`src/rtl/sfd_pkg.sv`:
```
// ----------------------------------------------------------------------------
// sfd_pkg
// Shared types and constants for the serial frame deframer (sum-8 check).
// ----------------------------------------------------------------------------
package sfd_pkg;

   // Result kinds carried in tuser
   localparam logic [1:0] KIND_PAYLOAD = 2'd0;
   localparam logic [1:0] KIND_GOOD    = 2'd1;
   localparam logic [1:0] KIND_BAD_SUM = 2'd2;
   localparam logic [1:0] KIND_BAD_VER = 2'd3;

   // Register indexes on the csr channel
   localparam logic [1:0] CSR_EXPECTED_VERSION = 2'd0;
   localparam logic [1:0] CSR_WANTED_TYPE      = 2'd1;
   localparam logic [1:0] CSR_FILTER_ENABLE    = 2'd2;

   // Register reset values
   localparam logic [7:0] EXPECTED_VERSION_RESET = 8'd1;
   localparam logic [7:0] WANTED_TYPE_RESET      = 8'h03;
   localparam logic       FILTER_ENABLE_RESET    = 1'b1;

   // Header "IMPROV"
   localparam int unsigned HDR_LEN = 6;
   localparam logic [7:0] HDR_I = 8'h49;
   localparam logic [7:0] HDR_M = 8'h4D;
   localparam logic [7:0] HDR_P = 8'h50;
   localparam logic [7:0] HDR_R = 8'h52;
   localparam logic [7:0] HDR_O = 8'h4F;
   localparam logic [7:0] HDR_V = 8'h56;

   // Wrapping sum of the header bytes, seed of the running checksum
   localparam logic [9:0] HDR_SUM_WIDE = {2'b00, HDR_I} + {2'b00, HDR_M} + {2'b00, HDR_P}
                                       + {2'b00, HDR_R} + {2'b00, HDR_O} + {2'b00, HDR_V};
   localparam logic [7:0] HDR_SUM = HDR_SUM_WIDE[7:0];

   // Expected header byte at a given match position
   function automatic logic [7:0] hdr_byte(input logic [2:0] pos);
      logic [7:0] b;
      unique case (pos)
         3'd0:    b = HDR_I;
         3'd1:    b = HDR_M;
         3'd2:    b = HDR_P;
         3'd3:    b = HDR_R;
         3'd4:    b = HDR_O;
         3'd5:    b = HDR_V;
         default: b = 8'h00;
      endcase
      return b;
   endfunction

   // One result item
   typedef struct packed {
      logic [1:0] kind;
      logic [7:0] data_byte;
      logic [7:0] frame_type;
      logic [7:0] payload_index;
      logic [7:0] payload_length;
      logic       last;
   } result_type;

endpackage

```
`src/rtl/serial_frame_deframer_sum8_core.sv`:
```
// ----------------------------------------------------------------------------
// serial_frame_deframer_sum8_core
// Hunts for IMPROV frames in a byte stream, streams payload bytes and closes
// each frame with a good / bad checksum / bad version status.
// ----------------------------------------------------------------------------
// A result is registered in the output register, or in its skid entry, before rsp.
// Throughput: one request per cycle while req_tready is high; per-byte frame state
//   update and the 8-bit checksum add are combinational ahead of a two-entry
//   output buffer; req_tready drops only while its skid entry is occupied.
// Reset (synchronous): hunting for the header, registers at their defaults,
//   output buffer empty.
module serial_frame_deframer_sum8_core (
   input  logic        clock,
   input  logic        reset,
   // request channel
   input  logic        req_tvalid,
   output logic        req_tready,
   input  logic [7:0]  req_tdata,     // [7:0] rx_byte
   // result channel
   output logic        rsp_tvalid,
   input  logic        rsp_tready,
   output logic [31:0] rsp_tdata,     // [7:0] data_byte, [15:8] frame_type,
                                      // [23:16] payload_index, [31:24] payload_length
   output logic [1:0]  rsp_tuser,     // [1:0] kind
   output logic        rsp_tlast,     // last
   // configuration channel
   input  logic        csr_valid,
   output logic        csr_ready,
   input  logic [1:0]  csr_index,
   input  logic [7:0]  csr_data
);

   // Frame phases
   localparam logic [2:0] PH_HUNT    = 3'd0;
   localparam logic [2:0] PH_VERSION = 3'd1;
   localparam logic [2:0] PH_TYPE    = 3'd2;
   localparam logic [2:0] PH_LENGTH  = 3'd3;
   localparam logic [2:0] PH_PAYLOAD = 3'd4;
   localparam logic [2:0] PH_CHECK   = 3'd5;

   // Configuration registers
   logic [7:0] exp_ver_ff, exp_ver_in;
   logic [7:0] want_type_ff, want_type_in;
   logic       filt_en_ff, filt_en_in;

   // Frame state
   logic [2:0] phase_ff, phase_in;
   logic [2:0] hdr_pos_ff, hdr_pos_in;
   logic [7:0] sum_ff, sum_in;
   logic [7:0] cur_type_ff, cur_type_in;
   logic [7:0] decl_len_ff, decl_len_in;
   logic [7:0] seen_ff, seen_in;
   logic       emit_ff, emit_in;
   logic       ver_bad_ff, ver_bad_in;

   // Output buffer
   logic                    out_valid_ff, out_valid_in;
   logic                    skid_valid_ff, skid_valid_in;
   sfd_pkg::result_type     out_ff, out_in;
   sfd_pkg::result_type     skid_ff, skid_in;

   logic                    accept;
   logic                    has_res;
   sfd_pkg::result_type     res;
   logic [7:0]              b;
   logic [7:0]              sum_add;
   logic [7:0]              seen_inc;
   logic [1:0]              status;
   logic [2:0]              hdr_next;
   logic                    pop;

   assign csr_ready  = 1'b1;
   assign req_tready = !skid_valid_ff;
   assign accept     = req_tvalid && req_tready;
   assign b          = req_tdata;
   assign sum_add    = sum_ff + b;
   assign seen_inc   = seen_ff + 8'd1;

   // Register writes
   always_comb begin
      exp_ver_in   = exp_ver_ff;
      want_type_in = want_type_ff;
      filt_en_in   = filt_en_ff;
      if (csr_valid && csr_ready) begin
         unique case (csr_index)
            sfd_pkg::CSR_EXPECTED_VERSION: exp_ver_in   = csr_data;
            sfd_pkg::CSR_WANTED_TYPE:      want_type_in = csr_data;
            sfd_pkg::CSR_FILTER_ENABLE:    filt_en_in   = csr_data[0];
            default: ;
         endcase
      end
   end

   // Frame status at the check byte; bad version wins over the checksum
   always_comb begin
      if (ver_bad_ff)
         status = sfd_pkg::KIND_BAD_VER;
      else if (sum_ff != b)
         status = sfd_pkg::KIND_BAD_SUM;
      else
         status = sfd_pkg::KIND_GOOD;
   end

   // Header match step: a mismatching 'I' restarts at position one
   always_comb begin
      if (b == sfd_pkg::hdr_byte(hdr_pos_ff))
         hdr_next = hdr_pos_ff + 3'd1;
      else if (b == sfd_pkg::HDR_I)
         hdr_next = 3'd1;
      else
         hdr_next = 3'd0;
   end

   // Per-byte frame state update
   always_comb begin
      phase_in    = phase_ff;
      hdr_pos_in  = hdr_pos_ff;
      sum_in      = sum_ff;
      cur_type_in = cur_type_ff;
      decl_len_in = decl_len_ff;
      seen_in     = seen_ff;
      emit_in     = emit_ff;
      ver_bad_in  = ver_bad_ff;
      has_res     = 1'b0;
      res.kind           = sfd_pkg::KIND_PAYLOAD;
      res.data_byte      = 8'd0;
      res.frame_type     = cur_type_ff;
      res.payload_index  = 8'd0;
      res.payload_length = decl_len_ff;
      res.last           = 1'b0;
      if (accept) begin
         unique case (phase_ff)
            PH_VERSION: begin
               sum_in     = sum_add;
               ver_bad_in = (b != exp_ver_ff);
               phase_in   = PH_TYPE;
            end
            PH_TYPE: begin
               sum_in      = sum_add;
               cur_type_in = b;
               emit_in     = !filt_en_ff || (b == want_type_ff);
               phase_in    = PH_LENGTH;
            end
            PH_LENGTH: begin
               sum_in      = sum_add;
               decl_len_in = b;
               seen_in     = 8'd0;
               phase_in    = (b == 8'd0) ? PH_CHECK : PH_PAYLOAD;
            end
            PH_PAYLOAD: begin
               sum_in  = sum_add;
               seen_in = seen_inc;
               if (seen_inc == decl_len_ff)
                  phase_in = PH_CHECK;
               has_res           = emit_ff;
               res.data_byte     = b;
               res.payload_index = seen_ff;
            end
            PH_CHECK: begin
               phase_in   = PH_HUNT;
               hdr_pos_in = 3'd0;
               has_res    = emit_ff;
               res.kind   = status;
               res.last   = 1'b1;
            end
            default: begin
               phase_in   = PH_HUNT;
               hdr_pos_in = hdr_next;
               if (hdr_next == 3'(sfd_pkg::HDR_LEN)) begin
                  sum_in     = sfd_pkg::HDR_SUM;
                  hdr_pos_in = 3'd0;
                  ver_bad_in = 1'b0;
                  phase_in   = PH_VERSION;
               end
            end
         endcase
      end
   end

   // Output register with skid entry
   assign pop = out_valid_ff && rsp_tready;
   always_comb begin
      out_valid_in  = out_valid_ff;
      skid_valid_in = skid_valid_ff;
      out_in        = out_ff;
      skid_in       = skid_ff;
      if (skid_valid_ff) begin
         if (pop) begin
            out_in        = skid_ff;
            skid_valid_in = 1'b0;
         end
      end else if (out_valid_ff && !pop) begin
         if (has_res) begin
            skid_in       = res;
            skid_valid_in = 1'b1;
         end
      end else begin
         out_valid_in = has_res;
         if (has_res)
            out_in = res;
      end
   end

   always_ff @(posedge clock) begin
      if (reset) begin
         exp_ver_ff    <= sfd_pkg::EXPECTED_VERSION_RESET;
         want_type_ff  <= sfd_pkg::WANTED_TYPE_RESET;
         filt_en_ff    <= sfd_pkg::FILTER_ENABLE_RESET;
         phase_ff      <= PH_HUNT;
         hdr_pos_ff    <= 3'd0;
         sum_ff        <= 8'd0;
         cur_type_ff   <= 8'd0;
         decl_len_ff   <= 8'd0;
         seen_ff       <= 8'd0;
         emit_ff       <= 1'b0;
         ver_bad_ff    <= 1'b0;
         out_valid_ff  <= 1'b0;
         skid_valid_ff <= 1'b0;
      end else begin
         exp_ver_ff    <= exp_ver_in;
         want_type_ff  <= want_type_in;
         filt_en_ff    <= filt_en_in;
         phase_ff      <= phase_in;
         hdr_pos_ff    <= hdr_pos_in;
         sum_ff        <= sum_in;
         cur_type_ff   <= cur_type_in;
         decl_len_ff   <= decl_len_in;
         seen_ff       <= seen_in;
         emit_ff       <= emit_in;
         ver_bad_ff    <= ver_bad_in;
         out_valid_ff  <= out_valid_in;
         skid_valid_ff <= skid_valid_in;
      end
   end

   // Payload registers, no reset
   always_ff @(posedge clock) begin
      out_ff  <= out_in;
      skid_ff <= skid_in;
   end

   assign rsp_tvalid = out_valid_ff;
   assign rsp_tdata  = {out_ff.payload_length, out_ff.payload_index,
                        out_ff.frame_type, out_ff.data_byte};
   assign rsp_tuser  = out_ff.kind;
   assign rsp_tlast  = out_ff.last;

   // Checks
   skid_needs_out: assert property (@(posedge clock) disable iff (reset)
      skid_valid_ff |-> out_valid_ff)
      else $error("skid entry held while output register empty");

   hdr_pos_range: assert property (@(posedge clock) disable iff (reset)
      hdr_pos_ff < 3'(sfd_pkg::HDR_LEN))
      else $error("header position reached full header length");

   payload_count: assert property (@(posedge clock) disable iff (reset)
      (phase_ff == PH_PAYLOAD) |-> (seen_ff < decl_len_ff))
      else $error("payload count beyond declared length");

   status_shape: assert property (@(posedge clock) disable iff (reset)
      (rsp_tvalid && rsp_tlast) |->
         (rsp_tuser != sfd_pkg::KIND_PAYLOAD && rsp_tdata[23:0] == 24'd0 ||
          rsp_tuser != sfd_pkg::KIND_PAYLOAD && rsp_tdata[7:0] == 8'd0))
      else $error("status result carries payload kind or data");

   full_blocks_req: assert property (@(posedge clock) disable iff (reset)
      (skid_valid_ff && !rsp_tready) |=> skid_valid_ff && $stable(skid_ff))
      else $error("skid entry lost while stalled");

endmodule

```
`config.mk`:
```
export PLATFORM = sky130hd
export DESIGN_NAME = serial_frame_deframer_sum8_core
export DESIGN_NICKNAME = d
export VERILOG_FILES = /design/src/rtl/sfd_pkg.sv /design/src/rtl/serial_frame_deframer_sum8_core.sv
export SDC_FILE = /design/constraint.sdc
export NUM_CORES = 1
export LEC_CHECK = 0
export BUFFER_PORTS_ARGS = -buffer_cell sky130_fd_sc_hd__buf_2
export CORE_ASPECT_RATIO = 0.75
export CORE_UTILIZATION = 53
export DETAILED_ROUTE_END_ITERATION = 8
export PLACE_DENSITY = 0.88
export REMOVE_ABC_BUFFERS = 1
export SLEW_MARGIN = 15
export SYNTH_ARGS = -nofsm -noshare
export SYNTH_HDL_FRONTEND = slang
export SYNTH_SLANG_ARGS = --single-unit
```
`constraint.sdc`:
```
create_clock -name clock -period 4.5 [get_ports clock]
set_clock_uncertainty 0.15 [all_clocks]
set_input_delay 0.225 -clock clock [delete_from_list [all_inputs] [get_ports clock]]
set_output_delay 0.225 -clock clock [all_outputs]
set_load 0.005 [all_outputs]
```
==> metrics.txt <==
Mapped Cells=551; Initial DRT Pass Iterations=6; sequential share of the synthesized area=0.546; vias per cell=just under 6; internal power=about 2100 uW; ys async rst share=0; DP HPWL=8470 um; Area Overhead vs Synth=18.2%; Max VDD drop=between 0.2 and 0.25 mV; final net count=around 650; Yosys reg bits=approximately 130; yosys warns=0; Rel. slew slack=0.349; number of flops mapped to enable cells by yosys=70; cts bufs inserted=17; critical path class=reg2reg; share of layout cells above drive strength 1=0.193; # rows=33; count of different cell masters after synthesis=62; Design Power=between 2000 and 3000 uW; Die Wd=approximately 120 um; # diodes=0; initial DRC count=between 300 and 400; crit start category=register; antenna violations before repair=0; clk slew on worst S/H paths=approximately 0.060 ns; Routability Congestion=just under 0.9; crit end category=register; first-pass GRT wire length=roughly 22000 um; PD cells=between 300 and 400 mW/mm2; Hold Vio Cnt, Final=0; Arr. time, crit path=about 3.4 ns; Pleak=0.00296 uW; filler instances=840; Switching Share=0.215; clk_lat worst skew=roughly 0.42 ns; Switch Pwr=588 uW; IO buf count=roughly 60; Hold Crit Class=in2reg; Final min period=about 3.2 ns; Setup Viol. Count Final=0; Initial Utilization=0.547; Die H=94.2 um; setup bufs post-CTS=0; Slew @ Worst Pin=between 0.9 and 1 ns; Logic pwr share=0.034; fin cells=around 760; Clk pwr share=0.514; routed vias=around 4400; Routed WL=roughly 13000 um; failing checks=DRC; Ports=61; Sequential Power Share=0.452; die area=0.0118 mm2; final design utilization=0.647; CTS tree=built; Tot GR Track Use=0.242; worst-case clock buffer depth=2; DRC=14; pins over their slew limit=0; clock sink count=~130; routed length per instance=17.3 um; RSZ-0062 raised after global routing=no; Max Cap Viol=0; grt total ovfl=0; Mapped Avg Cell Area=between 10 and 15 um2; Root Driver=clkbuf_16; largest net degree at the start of global routing=53; # H-tree levels=4; maximum clock frequency=around 320 MHz; dpl cells=722; CP required=4.71 ns; status=complete, but fails checks; Post-synth top flop=edfxtp_1; Post-Synthesis Cell Area=between 0.006 and 0.007 mm2; final cycle utilization of the critical path=0.701; final instance area=0.00710 mm2; number of global-route vias before repair=4454; DP Area=around 0.0064 mm2; crit path max fanout=7; Final ANT Viol Nets=0; total core area=0.0110 mm2
## cells in the mapped netlist, types with 3 or more instances
cell / instances / area [um2]
mux2_2: 15 / 169
edfxtp_1: 70 / 2100
nor4_1: 5 / 31.3
or4_1: 4 / 30.0
nor2b_1: 8 / 50.1
and3_1: 18 / 113
nor2_1: 55 / 206
xnor2_1: 20 / 175
o211ai_1: 3 / 22.5
dfxtp_1: 59 / 1180
xor2_1: 10 / 87.6
buf_1: 4 / 15.0
o21ai_0: 14 / 70.1
clkbuf_1: 27 / 101
and2_1: 3 / 18.8
nand2_1: 34 / 128
or3_1: 3 / 18.8
inv_1: 18 / 67.6
mux2i_1: 32 / 320
nand4_1: 7 / 43.8
ha_1: 14 / 175
nand3_1: 7 / 35.0
nand2b_1: 5 / 31.3
a21oi_1: 33 / 165
nand3b_1: 3 / 22.5
a21o_1: 19 / 143
a211oi_1: 4 / 30.0
nor3b_1: 5 / 37.5
nor3_1: 10 / 50.1
## worst paths after layout
check,cells after the start,slack [ns],end,start
worst min-delay path,4,0.05,filt_en_ff,csr_valid
worst max-delay path,8,1.35,sum_ff[2],hdr_pos_ff[1]
worst max register to register,8,1.35,sum_ff[2],hdr_pos_ff[1]
worst min register to register,1,0.30,emit_ff,filt_en_ff
## per-stage QoR
| stage | worst slack (ns) | TNS, ns | hold WS (ns) |
|---|---|---|---|
| after global routing | 1.11 | 0 | 0.0483 |
| after floorplan | -0.485 | -16.96 | 0.144 |
| after CTS | 1.39 | 0 | 0.0431 |
| after detailed placement | 1.40 | 0 | 0.291 |
| after global placement | 1.60 | 0 | 0.282 |
| final | 1.35 | 0 | 0.0462 |
## cells in the final DEF (no fill, tap or decap), types with 15 or more instances in the layout
master / n
mux2_2: 15
a21oi_1: 33
nor2_1: 55
dfxtp_1: 59
edfxtp_1: 70
buf_2: 59
inv_1: 18
clkbuf_16: 17
and3_1: 18
a21o_1: 19
xnor2_1: 20
mux2i_1: 32
nand2_1: 34
## cell type report
class	instances	area, um2	area share
multi-input cells	369	2530	0.356
clock inverters	14	180	0.0254
inverters	18	67.6	0.00951
flip-flops and latches	129	3280	0.462
well taps	140	175	0.0247
repair buffers	75	438	0.0617
clock buffers	18	429	0.0604
## logic make-up after synthesis
group	synth area share
mux	0.0814
buf+inv	0.0354
other cells	0.000624
compound gates	0.107
xor+xnor	0.0437
flops	0.546
simple gates	0.153
fa+ha+maj	0.0325
## worst max-delay path: stages (launching register included)
cell      delay, ns
dfxtp_1        0.39
inv_1          0.09
ha_1           0.26
and2_2         0.23
or4_1          0.42
a222oi_1       0.71
a22o_1         0.30
and2_1         0.32
o221a_1        0.23
## power groups by stage
stage               Combinational [uW]  Sequential (uW)  Clock [uW]
finish                            92.5             1240        1410
global route                      99.6             1240        1470
CTS                               91.3             1240        1420
detailed placement                83.9             1260           0
global placement                  81.3             1260           0
floorplan                         40.5             1260           0
## layer usage
layer / vias up / track usage / routed length, um
li1: 2115 / - / -
met1: 2133 / 0.304 / 5860
met2: 168 / 0.399 / 6190
met3: 30 / 0.0581 / 846
met4: 0 / 0.111 / 322
met5: - / 0 / 0
## what timing repair did
item                      4_1_cts  5_1_grt
hold endpoints to repair       18        0
hold buffers                    9        0
gates resized for setup         0        0
## registers in the layout, summed over array words and instances (netlist names)
| register | count |
|---|---|
| skid_ff | 35 |
| rsp_tdata | 32 |
| cur_type_ff | 8 |
| decl_len_ff | 8 |
| exp_ver_ff | 8 |
| seen_ff | 8 |
| sum_ff | 8 |
| want_type_ff | 8 |
| hdr_pos_ff | 3 |
| phase_ff | 3 |
| rsp_tuser | 2 |
| emit_ff | 1 |
| filt_en_ff | 1 |
| rsp_tlast | 1 |
| rsp_tvalid | 1 |
| skid_valid_ff | 1 |
| ver_bad_ff | 1 |
Power figures use the tool's default switching activity.
